[src/hw/rtl/amh_pkg.sv]
// Shared types and constants for the addressable max-heap.
// No dependencies; the controller, datapath and top import this package.
`timescale 1ns / 1ps
`default_nettype none
package amh_pkg;

	localparam int NUM_IDS  = 256;
	localparam int ID_W     = 8;
	localparam int KEY_BITS = 32;
	localparam int CNT_W    = 9;
	localparam int PM_W     = 9;

	localparam logic [2:0] ACT_PUSH   = 3'd0;
	localparam logic [2:0] ACT_MODIFY = 3'd1;
	localparam logic [2:0] ACT_DELETE = 3'd2;
	localparam logic [2:0] ACT_DEACT  = 3'd3;
	localparam logic [2:0] ACT_CLEAR  = 3'd4;

	localparam logic [2:0] ST_OK      = 3'd0;
	localparam logic [2:0] ST_FULL    = 3'd1;
	localparam logic [2:0] ST_EMPTY   = 3'd2;
	localparam logic [2:0] ST_NOT_IN  = 3'd3;
	localparam logic [2:0] ST_PRESENT = 3'd4;

	// position map codes below the slot offset
	localparam logic [PM_W-1:0] PM_ABSENT = 9'd0;
	localparam logic [PM_W-1:0] PM_DEACT  = 9'd1;
	localparam logic [PM_W-1:0] PM_SLOT0  = 9'd2;

	typedef struct packed {
		logic [2:0]                 action;
		logic [ID_W-1:0]            entity_id;
		logic signed [KEY_BITS-1:0] key_value;
	} in_word_t;

	typedef struct packed {
		logic [2:0]                 status;
		logic signed [KEY_BITS-1:0] top_key;
		logic [ID_W-1:0]            top_id;
		logic [CNT_W-1:0]           heap_count;
		logic signed [KEY_BITS-1:0] removed_key;
		logic [ID_W-1:0]            removed_id;
		logic                       probe_present;
		logic                       probe_active;
		logic signed [KEY_BITS-1:0] probe_key;
	} out_word_t;

	typedef enum logic [3:0] {
		S_IDLE, S_LOOK, S_DECIDE, S_GONE, S_SK_RD, S_SK_CMP,
		S_UP_RD, S_UP_CMP, S_PLACE, S_FIN1, S_FIN2, S_FIN3, S_REUP
	} state_t;

	typedef struct packed {
		logic capture;
		logic look;
		logic decide;
		logic gone;
		logic sk_rd;
		logic sk_cmp;
		logic up_rd;
		logic up_cmp;
		logic place;
		logic reup;
		logic fin1;
		logic fin2;
		logic fin3;
	} cmd_t;

	typedef struct packed {
		logic go_up;
		logic go_sink;
		logic go_gone;
		logic gone_last;
		logic sk_end;
		logic sk_swap;
		logic sk_moved;
		logic then_up;
		logic p_zero;
		logic up_swap;
		logic out_busy;
	} stat_t;

endpackage
`default_nettype wire

[src/hw/rtl/amh_ctrl.sv]
// Sequencer for the heap: steps push, modify, pop (delete or deactivate), clear and result reads.
// Depends on amh_pkg; drives the datapath through cmd_t, reads stat_t.
`timescale 1ns / 1ps
`default_nettype none
module amh_ctrl import amh_pkg::*; (
	input  wire logic  clk,
	input  wire logic  arst_n,
	input  wire logic  in_valid,
	output logic       in_ready,
	input  wire stat_t st,
	output cmd_t       cmd
);
	state_t state_q, state_d;

	always_ff @(posedge clk or negedge arst_n) begin
		if (!arst_n) state_q <= S_IDLE;
		else state_q <= state_d;
	end

	always_comb begin
		state_d = state_q;
		unique case (state_q)
			S_IDLE:   if (in_valid) state_d = S_LOOK;
			S_LOOK:   state_d = S_DECIDE;
			S_DECIDE: begin
				if (st.go_up) state_d = S_UP_RD;
				else if (st.go_sink) state_d = S_SK_RD;
				else if (st.go_gone) state_d = S_GONE;
				else state_d = S_FIN1;
			end
			S_GONE:   state_d = st.gone_last ? S_FIN1 : S_SK_RD;
			S_SK_RD: begin
				if (!st.sk_end) state_d = S_SK_CMP;
				else if (!st.then_up) state_d = S_PLACE;
				else state_d = st.sk_moved ? S_REUP : S_UP_RD;
			end
			S_SK_CMP: begin
				if (st.sk_swap) state_d = S_SK_RD;
				else if (!st.then_up) state_d = S_PLACE;
				else state_d = st.sk_moved ? S_REUP : S_UP_RD;
			end
			// sift up again from the modified slot with the child promoted into it
			S_REUP:   state_d = S_UP_RD;
			S_UP_RD:  state_d = st.p_zero ? S_PLACE : S_UP_CMP;
			S_UP_CMP: state_d = st.up_swap ? S_UP_RD : S_PLACE;
			S_PLACE:  state_d = S_FIN1;
			S_FIN1:   state_d = S_FIN2;
			S_FIN2:   state_d = S_FIN3;
			S_FIN3:   if (!st.out_busy) state_d = S_IDLE;
			default:  state_d = S_IDLE;
		endcase
	end

	always_comb begin
		cmd      = '0;
		in_ready = 1'b0;
		unique case (state_q)
			S_IDLE: begin
				in_ready    = 1'b1;
				cmd.capture = in_valid;
			end
			S_LOOK:   cmd.look   = 1'b1;
			S_DECIDE: cmd.decide = 1'b1;
			S_GONE:   cmd.gone   = 1'b1;
			S_SK_RD:  cmd.sk_rd  = 1'b1;
			S_SK_CMP: cmd.sk_cmp = 1'b1;
			S_REUP:   cmd.reup   = 1'b1;
			S_UP_RD:  cmd.up_rd  = 1'b1;
			S_UP_CMP: cmd.up_cmp = 1'b1;
			S_PLACE:  cmd.place  = 1'b1;
			S_FIN1:   cmd.fin1   = 1'b1;
			S_FIN2:   cmd.fin2   = 1'b1;
			S_FIN3:   cmd.fin3   = 1'b1;
			default:  cmd = '0;
		endcase
	end
endmodule
`default_nettype wire

[config.mk]
export PLATFORM = sky130hd
export DESIGN_NAME = amh_ctrl
export DESIGN_NICKNAME = d
export VERILOG_FILES = /design/src/hw/rtl/amh_pkg.sv /design/src/hw/rtl/amh_ctrl.sv
export SDC_FILE = /design/constraint.sdc
export NUM_CORES = 1
export LEC_CHECK = 0
export BUFFER_PORTS_ARGS = -buffer_cell sky130_fd_sc_hd__clkbuf_2
export CAP_MARGIN = 15
export CORE_MARGIN = 4
export CORE_UTILIZATION = 42
export CTS_BUF_LIST = sky130_fd_sc_hd__clkbuf_16
export DETAILED_ROUTE_END_ITERATION = 6
export PLACE_DENSITY_LB_ADDON = 0.08
export SLEW_MARGIN = 25
export SYNTH_ARGS = -nofsm -noshare
export SYNTH_HDL_FRONTEND = slang
export SYNTH_SLANG_ARGS = --single-unit
[constraint.sdc]
create_clock -name clk -period 1.9 [get_ports clk]
set_input_delay 0.095 -clock clk [delete_from_list [all_inputs] [get_ports clk]]
set_output_delay 0.095 -clock clk [all_outputs]
set_load 0.03 [all_outputs]
* Word-level counts from Yosys, hierarchy flattened *
Index checks and enable logic that the tools add are counted.

word-level totals
  bits of input ports = 14
  register bits after elaboration = 4
  output and inout port bits = 14

operators by class
  eq/ne operators = 14
  reductions and logical operators = 2
  mux-type cells = 27

operators by type and width
  kind                count
  $pmux 4 s13         1
  $mux 4              12
  $eq 4x4->1 const B  5
  $eq 4x3->1 const B  4
  $mux 1              14
  $eq 4x2->1 const B  2
  $eq 4x1->1 const B  1
  $logic_not 4->1     1
  $ne 2x2->1 const B  2
  $reduce_and 2->1    1

* Longest topological paths before layout *
Gate-level depths: netlist (run 1).

  depth after elaboration = 4
  mapped depth = 6
  mapped depth without buffers = 4

* Worst setup path before layout (run 1) *
No wires, ideal clock.

  path type = register to output
  from = register state_q[1]
  to = output in_ready
  path buffers = 1
  data arrival time = 1.453 ns
  slack = 0.352 ns
  stages on the path, launching flop included = 4
  path through = dfrtp_1 buf_4 or2_1 nor3_1

between the ends
  word-level cells in the longest chain between the ends = 2

RTL lines
  item                      line            RTL
  start: declaration        amh_ctrl.sv:13  state_t state_q, state_d;
  start signal: assignment  amh_ctrl.sv:17  else state_q <= state_d;
  $logic_not 4->1           amh_ctrl.sv:57  unique case (state_q)
  $mux 1                    amh_ctrl.sv:57
  end: declaration          amh_ctrl.sv:9   output logic in_ready,

Every way passes these cells.

* Worst setup path in the final report (run 1) *
  from = register state_q[0]
  to = register state_q[3]

between the ends
  word-level cells in the longest chain between the ends = 3
  elaborated cells on any way between the ends = 17

RTL lines
  item                                                  line            RTL
  $eq 4x4->1 / $logic_not 4->1 (equally long branches)  amh_ctrl.sv:22  unique case (state_q)
  $ne 2x2->1 (no line)                                  -
  $reduce_and 2->1 (no line)                            -

Parallel ways exist; a longest one is shown, timed or not.
A chain may end at the register's enable or synchronous reset.

==> results of run 1 <==
==> synth_stat cells <==
library cell	number
a21oi_1	4
a31oi_1	2
o21ai_1	1
and3_1	2
nor3b_1	2
buf_6	2
a21o_1	1
nor3_1	5
dfrtp_1	4
buf_4	1
inv_2	1
o211ai_2	1
and2b_1	1
nand3_1	1
nor2b_1	5
nand3b_1	1
a211oi_1	1
a22o_1	1
inv_1	3
or3_1	3
o32ai_1	1
nor2_1	12
or2_1	1
nor4b_2	1
nand2b_1	4
buf_2	3
a21boi_1	1
nand2_1	4
nor3_2	1
nor4_2	1
o21ai_0	5
nand2b_4	1
a2111o_1	1
a211o_1	2
==> repair_timing <==
item,in CTS,in global routing
resized for setup,0,0
endpoints found under the hold margin,4,0
hold buffers,1,0
setup endpoints to repair,0,0
==> how the worst min path moves through the flow <==
| stage | from | to | slack, ns | cells after the start |
|---|---|---|---|---|
| final | st[0] | state_q[0] | 0.16 | 2 |
| after global routing | st[0] | state_q[0] | 0.17 | 2 |
| after CTS | st[0] | state_q[0] | 0.15 | 2 |
| after detailed placement | arst_n | state_q[2] | -0.09 | 1 |
| after global placement | arst_n | state_q[2] | -0.09 | 1 |
| after floorplan | arst_n | state_q[0] | -0.20 | 0 |
==> power groups by stage <==
stage	Combinational, mW	Clock, mW	Sequential, mW
final	0.754	0.330	0.273
after global routing	0.828	0.345	0.286
after CTS	0.757	0.331	0.268
after detailed placement	0.747	0	0.269
after global placement	0.747	0	0.265
after floorplan	0.723	0	0.146
==> cells by family (layout without fill, tap and decap cells) <==
family | Yosys count | count (layout) | synth area share
and+or+nand+nor | 45 | 45 | 0.466
AOI/OAI and AO/OA | 21 | 21 | 0.253
DFF | 4 | 4 | 0.176
buffers and inverters | 10 | 37 | 0.105
==> metal layers <==
layer,vias to the layer above,GRT usage
li1,339,-
met1,304,0.278
met2,24,0.287
met3,0,0.0478
met4,0,0.0526
met5,-,0
==> layout by cell type (no fill, tap or decap), drive strengths merged, types with 2 or more instances in the layout <==
cell type,netlist,layout
nor3,6,6
clkbuf,0,30
nand2b,5,5
a21oi,4,4
o21ai,6,6
nor2b,5,5
nor3b,2,2
inv,4,4
and3,2,2
buf,6,2
a31oi,2,2
or3,3,3
dfrtp,4,4
nand2,4,4
a211o,2,2
nor2,12,12
==> worst max-delay path, delay by kind of cell, from the launching register on <==
kind | cells | cell delay, ns
compound gates | 1 | 0.16
simple gates | 3 | 0.67
flops | 1 | 0.70
==> cell type report <==
type / count / share of cell area
Timing Repair Buffer: 30 / 0.206
Inverter: 4 / 0.0193
Sequential cell: 4 / 0.129
Clock buffer: 3 / 0.0965
Multi-Input combinational cell: 66 / 0.526
Tap cell: 15 / 0.0241
==> summary.md, run 1 <==
| Metric | Value |
|---|---|
| Antenna violations before repair | 0 |
| Ratio of cells with drive above 1 in the final layout | 0.355 |
| Distinct cells, synth | 34 |
| Vias in the first global route | 644 |
| CTS Buf Count | 3 |
| DR vias/cell | 5.47 |
| Worst-path clk slew | 0.03 ns |
| Diode count | 0 |
| DR vias | about 670 |
| Largest net degree at the start of global routing | 21 |
| Count of final setup violators | 0 |
| Met2 wire length | a little under 800 um |
| Count of final hold-check violations | 0 |
| Row count | 13 |
| DRC violations left | 0 |
| DIE WIDTH | 44.8 um |
| Tmin final | 1.66 ns |
| WP data arrival | 1.76 ns |
| Reg2Reg Depth | 4 |
| Clock Skews | 0.000978 ns |
| Input/output buffers | 27 |
| Area of the multi-input gates | 409 um^2 |
| Non-filler cells, final | 122 |
| Postcts setup bufs | 0 |
| Hold crit path type | in -> reg |
| Synth area leaders | dfrtp_1, nor2_1, nor2b_1, nand2b_1, nor3_1 |
| Max incr delay on CP | 0.70 ns |
| Worst skew pair latency | roughly 0.23 ns |
| Post-Syn Nets | 94 |
| Max FFs per register | 4 |
| H-Tree Depth | 1 |
| Cells along the critical path | and2b_1 -> o21ai_1 -> nor2b_1 -> or3_1 |
| M1 wire length | 803 um |
| Mean Syn Cell Area | 7.12 um^2 |
| R2r endpoint | state_q[3] |
| Slowest cell on crit path | dfrtp_1 |
| Worst setup path end | state_q[3] |
| Worst setup margin | ~0.24 ns |
| Fmax | 0.603 GHz |
| Total gr overflow | 0 |
| P_leak | 0.383 nW |
| Maxcap violations | 0 |
| Number of fillers in the final layout | 117 |
| Placed Cells incl. Taps | 118 |
| Synth top area share | 0.176 |
| Int Power | 0.692 mW |
| Met3 Routed Length | 105 um |
| Yosys warnings | 0 |
| Biggest regs | state_q (4) |
| Crit path capture type | flip-flop |
| Slew @ Worst Pin | 0.581 ns |
| I/O Pins | 28 |
| Global-route wire length before repair | about 2.8 mm |
| Status | completed |
| Largest area contributor in the netlist | dfrtp_1 |
| CTS root buf | clkbuf_16 |
| Sink Count | 4 |
| Place WS | 0.281 ns |
| Fin area | 778 um^2 |
| CTS tree | yes |
| Logic pwr share | 0.555 |
| R2R Path Start | state_q[0] |
| Switching power total | about 0.67 mW |
| Synth Register Bits | 4 |
| Register area | 100 um^2 |
| Slew headroom | 0.613 |
| PD cells | 1750 nW/um^2 |
| Max-slew violations | 0 |
| Max Used Layer | met3 |
| Worst-case clock buffer depth | 2 |
| GPL Wtd Cong | 0.797 |
| Post-DP Area | 693 um^2 |
| Initial Util | 0.443 |
| DR iter-0 viols | 17 |
| Drt wl/cell | 14.0 um |
| Final period util | 0.873 |
| Reg power frac | 0.201 |
| Most flop-heavy register | state_q |
| WHS | 0.157 ns |
| Fin util | 0.606 |
| GRT Util Overall | 0.194 |
| Clock power share | 0.243 |
| DR pass1 iterations | 4 |
| Layout area overhead | 36.7% |
| CP Launch Type | flip-flop |
| Worst reg-to-reg setup slack | 0.24 ns |
| Critical path origin | state_q[0] |
| Net Sw Frac | 0.490 |
| Routed WL | 1.70 mm |
| CP max FO | 20 |
| Full die area | ~2000 um^2 |
| Die height | between 40 and 50 um |
| Peak supply drop | 0.912 mV |
| Nets | 123 |
| Worst endpoint required time | 2.00 ns |
| CP Class | reg -> reg |
| Dpl hpwl | approximately 1.2 mm |
| Final Power | 1.36 mW |
| Core area | 1280 um^2 |
| RSZ-0062 raised after global routing | false |
| Post-Route Setup TNS | 0 ns |
| Mapped cell area | 569 um^2 |
| Syn Inst Count | 80 |
| Register area share after synthesis | 0.176 |
| ANT nets after route | 0 |
No activity file was read; power rests on OpenSTA's default activity.
==> run 2: changes to the inputs <==
Settings changed: CORE_AREA set to 4 4 41 43, CORE_MARGIN 4 to unset, CORE_UTILIZATION 42 to unset, DIE_AREA set to 0 0 45 47, SETUP_SLACK_MARGIN set to 0.1.
Clock period 1.9 ns to 1.55 ns, I/O delays scaled along.
==> run 2 against run 1 <==
  * Register-to-register slack worse by 0.12 ns
  * Die area up 5.3%
  * Clock-buffer cell count unchanged
  * Largest power group unchanged
  * Sequential cell count unchanged
==> summary.md, run 2 (synthesis results as in run 1) <==
| Metric | Value |
|---|---|
| Layout area overhead | 69.2% |
| Slew headroom | 0.829 (+0.216) |
| Final period util | 0.934 |
| Maxcap violations | 0 (unchanged) |
| CP Class | reg -> out |
| Largest net degree at the start of global routing | 17 (-19%) |
| Die height | 47 um (+4.9%) |
| Row count | 13 (unchanged) |
| Crit path capture type | output port |
| CTS Buf Count | 3 (unchanged) |
| Cells along the critical path | buf_6 -> or2_4 -> nor3_2 -> clkbuf_8 |
| Fmax | 0.691 GHz |
| Dpl hpwl | 1.31 mm (+4.9%) |
| Worst skew pair latency | 0.23 ns (about the same) |
| GPL Wtd Cong | 0.840 (+5.4%) |
| CTS tree | yes |
| Slowest cell on crit path | dfrtp_2 |
| Sink Count | 4 (unchanged) |
| Input/output buffers | 27 (unchanged) |
| P_leak | 0.473 nW (+23%) |
| Non-filler cells, final | 136 (+11%) |
| I/O Pins | 28 (unchanged) |
| DIE WIDTH | 45 um (+0.41%) |
| DRC violations left | 0 (unchanged) |
| Area of the multi-input gates | 447 um^2 (+9.2%) |
| DR vias/cell | 5.53 (+1.1%) |
| Global-route wire length before repair | 2.99 mm (+5.1%) |
| Peak supply drop | 0.978 mV (+7.3%) |
| Post-DP Area | 728 um^2 (+5.1%) |
| Biggest regs | state_q (4) |
| RSZ-0062 raised after global routing | true |
| Diode count | 0 (unchanged) |
| Worst-path clk slew | 0.03 ns (about the same) |
| DR iter-0 viols | 24 (+7) |
| Post-Route Setup TNS | 0 ns (unchanged) |
| Total gr overflow | 0 (unchanged) |
| GRT Util Overall | 0.196 (+0.00260) |
| Full die area | 2120 um^2 (+5.3%) |
| Initial Util | 0.438 (-0.00554) |
| Placed Cells incl. Taps | 122 (+3.4%) |
| H-Tree Depth | 1 (unchanged) |
| Drt wl/cell | 14.3 um (+2.3%) |
| ANT nets after route | 0 (unchanged) |
| Core area | 1300 um^2 (+1.3%) |
| Vias in the first global route | 663 (+3.0%) |
| Ratio of cells with drive above 1 in the final layout | 0.545 (+0.190) |
| DR vias | 752 (+13%) |
| Max incr delay on CP | 0.44 ns (-0.26 ns) |
| Most common cell after layout, fill and taps aside | buf_4 |
| Slew @ Worst Pin | 0.257 ns (-0.324 ns) |
| Number of fillers in the final layout | 99 (-15%) |
| Min-Delay Path Depth | 2 (unchanged) |
| Reg2Reg Depth | 5 (+1) |
| Max FFs per register | 4 (unchanged) |
| Clock Skews | 0.00460 ns (+0.00362 ns) |
| Fin area | 963 um^2 (+24%) |
| Worst endpoint required time | 1.47 ns (-0.53 ns) |
| CP Launch Type | flip-flop |
| Hold crit path type | in -> reg |
| Nets | 137 (+11%) |
| CP max FO | 6 (-70%) |
| Max-slew violations | 0 (unchanged) |
| CTS root buf | clkbuf_16 |
| Antenna violations before repair | 0 (unchanged) |
| Routed WL | 1.94 mm (+14%) |
| Count of final setup violators | 0 (unchanged) |
| Critical Path Stages | 4 (unchanged) |
| Kind of cell adding the most delay to the critical path | flip-flops |
| WP data arrival | 1.37 ns (-0.39 ns) |
| Status | completed |
| Most flop-heavy register | state_q |
| Register area | 105 um^2 (+5.0%) |
| PD cells | 2180 nW/um^2 (+25%) |
| Worst-case clock buffer depth | 2 (unchanged) |
| Count of final hold-check violations | 0 (unchanged) |
| DR pass1 iterations | 4 (unchanged) |
| Tmin final | about 1.4 ns |
| Most frequent cells in the layout | buf_4, clkbuf_2, nor2_1 |
| Crit path buf inv count | 2 (+2) |
run 2: layout make-up:
cell class,instances,area share
Sequential cell,4,0.109
Multi-Input combinational cell,66,0.464
Clock buffer,3,0.0779
Inverter,4,0.0156
Timing Repair Buffer,44,0.314
Tap cell,15,0.0195
run 2: worst paths after layout:
kind                            start  slack [ns]         end
max                        state_q[0]        0.10    in_ready
min                             st[0]        0.13  state_q[0]
max reg2reg                state_q[2]        0.12  state_q[3]
min reg2reg                state_q[3]        0.74  state_q[2]
max in group asynchronous      arst_n        1.21  state_q[0]
min in group asynchronous      arst_n        0.19  state_q[2]
run 2: power by group:
group | switching, mW | internal, mW | leakage, nW | total [mW]
Clock | 0.0806 | 0.330 | 0.0370 | 0.411
Sequential | 0.105 | 0.163 | 0.0456 | 0.268
Combinational | 0.746 | 0.671 | 0.391 | 1.42
Total | 0.932 | 1.16 | 0.473 | 2.10
run 2: routing by layer:
layer  vias to the layer above  global-route usage  share of wire
li1                        367                   -              -
met5                         -                   0              0
met4                         0              0.0351         0.0093
met1                       355               0.281           0.44
met2                        28               0.302           0.49
met3                         2              0.0460          0.060
run 2: per-stage QoR:
stage | worst slack, ns | total power, mW | util | hold WS, ns
after global placement | 0.0600 | 1.32 | 0.560 | -0.114
after floorplan | 0.0906 | 1.07 | - | -0.218
final | 0.103 | 2.10 | 0.740 | 0.130
after detailed placement | 0.0937 | 1.33 | 0.560 | -0.113
after global routing | 0.0647 | 2.23 | 0.740 | 0.138
after CTS | 0.0996 | 1.84 | 0.661 | 0.122
run 2: repair_timing:
item,in CTS,in global routing
hold buffers,1,0
endpoints found under the hold margin,4,0
pin swaps,0,3
endpoints found under the setup margin,16,15
resized for setup,13,22
gates cloned,0,0
setup buffers,2,8
==> run 3: changes to the inputs <==
Settings changed: MAX_ROUTING_LAYER set to met4, PLACE_DENSITY set to 0.76, PLACE_DENSITY_LB_ADDON 0.08 to unset.
==> run 3 against run 2 <==
  * Sequential power is 2% higher
  * Non-clock buffer count is 3 lower
  * Routed wire length is 7.4% higher
  * Largest power group unchanged
  * Clock power is 3% lower
  * Utilization is 3.4 points lower
  * Highest routed layer unchanged
  * Combinational power is 4% lower
  * Critical path depth stayed put
  * Register-to-register slack hardly changed
  * Global-route usage is 1.9 points higher
  * Setup slack better by 0.013 ns
==> summary.md, run 3 (synthesis results as in run 1) <==
| Metric | Value |
|---|---|
| Layout area overhead | 61.5% |
| H-Tree Depth | 1 (unchanged) |
| Peak supply drop | 1.13 mV (+15%) |
| Drt wl/cell | 15.7 um (+9.8%) |
| Row count | 13 (unchanged) |
| Vias in the first global route | 730 (+10%) |
| P_leak | 0.451 nW (-4.8%) |
| GR Util met1 | 0.281 (unchanged) |
| Most common cell after layout, fill and taps aside | clkbuf_2 |
| Sink Count | 4 (unchanged) |
| Clock Skews | 0.000544 ns (-0.00406 ns) |
| CTS root buf | clkbuf_16 |
| GR met3 Demand/Resource | 0.0115 (-0.0345) |
| WP data arrival | 1.36 ns (about the same) |
| Nets | 134 (-2.2%) |
| GPL Wtd Cong | 0.937 (+11%) |
| Total gr overflow | 0 (unchanged) |
| Worst endpoint required time | 1.47 ns (about the same) |
| Max-slew violations | 0 (unchanged) |
| CTS Buf Count | 3 (unchanged) |
| Most flop-heavy register | state_q |
| Status | completed |
| Post-Route Setup TNS | 0 ns (unchanged) |
| Worst-path clk slew | 0.03 ns (about the same) |
| Grt peak-use layer | met2 |
| CP Launch Type | flip-flop |
| Routed WL | 2.09 mm (+7.4%) |
| I/O Pins | 28 (unchanged) |
| CP Class | reg -> out |
| Fmax | 0.697 GHz (+0.91%) |
| GRT Util Overall | 0.215 (+0.0187) |
| Crit path capture type | output port |
| Core area | 1300 um^2 (unchanged) |
| DIE WIDTH | 45 um (unchanged) |
| Input/output buffers | 27 (unchanged) |
| ANT nets after route | 0 (unchanged) |
| DR vias | 781 (+3.9%) |
| Worst skew pair latency | 0.22 ns (about the same) |
| DRC violations left | 0 (unchanged) |
| DR iter-0 viols | 15 (-38%) |
| Dpl hpwl | 1.33 mm (+1.5%) |
| Hold crit path type | in -> reg |
| Met2 Track Usage GR | 0.353 (+0.0508) |
| Most frequent cells in the layout | clkbuf_2, buf_4, nor2_1 |
| Initial Util | 0.438 (unchanged) |
| Full die area | 2120 um^2 (unchanged) |
| CTS tree | yes |
| Maxcap violations | 0 (unchanged) |
| Fin area | 920 um^2 (-4.5%) |
| DR pass1 iterations | 4 (unchanged) |
| Antenna violations before repair | 0 (unchanged) |
| Diode count | 0 (unchanged) |
| Slew headroom | 0.838 (+0.00976) |
| Count of final setup violators | 0 (unchanged) |
| Worst-case clock buffer depth | 2 (unchanged) |
| Largest net degree at the start of global routing | 14 (-3) |
| Global-route wire length before repair | 3.28 mm (+9.5%) |
| Post-DP Area | 736 um^2 (+1.0%) |
| DR vias/cell | 5.87 (+6.2%) |
| Ratio of cells with drive above 1 in the final layout | 0.500 (-0.0455) |
| R2R Path Start | state_q[0] |
| Number of fillers in the final layout | 105 (+6.1%) |
| RSZ-0062 raised after global routing | true |
| Final period util | 0.925 (-0.00842) |
| Die height | 47 um (unchanged) |
| Slew @ Worst Pin | 0.240 ns (-0.0172 ns) |
| CP max FO | 7 (+1) |
| Biggest regs | state_q (4) |
| PD cells | 2210 nW/um^2 (+1.7%) |
| Max FFs per register | 4 (unchanged) |
| Count of final hold-check violations | 0 (unchanged) |
| Hold path startpoint | st[0] |
| Tmin final | 1.43 ns (-0.0130 ns) |
| Critical path origin | state_q[0] |
## run 3: through the flow
step | hold WS [ns] | total power [mW] | setup slack (ns) | cells | util
finish | 0.153 | 2.03 | 0.116 | 133 | 0.707
global route | 0.174 | 2.15 | 0.0548 | 133 | 0.707
CTS | 0.126 | 1.84 | 0.0760 | 128 | 0.658
detailed placement | -0.115 | 1.33 | 0.121 | 123 | 0.565
global placement | -0.114 | 1.32 | 0.136 | 123 | 0.565
floorplan | -0.218 | 1.07 | 0.0906 | 80 | -
## run 3: power by group
group,switching [mW],internal (mW)
registers,0.111,0.163
clock network,0.0705,0.329
logic,0.756,0.605
## run 3: final cells by class
cell class | instances | area [um^2] | area share
inverters | 4 | 15.0 | 0.0163
flip-flops and latches | 4 | 105 | 0.114
multi-input cells | 66 | 444 | 0.483
repair buffers | 41 | 262 | 0.284
well taps | 15 | 18.8 | 0.0204
clock buffers | 3 | 75.1 | 0.0816
## run 3: routing by layer
layer  up-vias  share of wire
met5         -              0
met4         0          0.021
met3         6          0.065
met2        51           0.49
met1       364           0.43
li1        360              -
## run 3: path summary, 6_finish.rpt
kind                       slack (ns)  depth (start not counted)    endpoint
hold / removal                   0.15                          2  state_q[0]
min in group asynchronous        0.19                          2  state_q[2]
max in group asynchronous        1.22                          2  state_q[3]
hold reg to reg                  0.87                          3  state_q[1]
setup reg to reg                 0.13                          5  state_q[2]
setup / recovery                 0.12                          4    in_ready
## run 3: repair_timing
item | 4_1_cts | 5_1_grt
endpoints found under the hold margin | 4 | 0
endpoints found under the setup margin | 11 | 13
hold buffers | 1 | 0
cloned | 0 | 1
resized for setup | 9 | 19
pin swaps | 0 | 1
setup buffers | 1 | 4
## run 3: worst max-delay path, cell delays in order, from the launching register on
cell and delay (ns):
dfrtp_2 0.43, buf_6 0.15, or2_4 0.26, nor3_4 0.14, buf_8 0.14
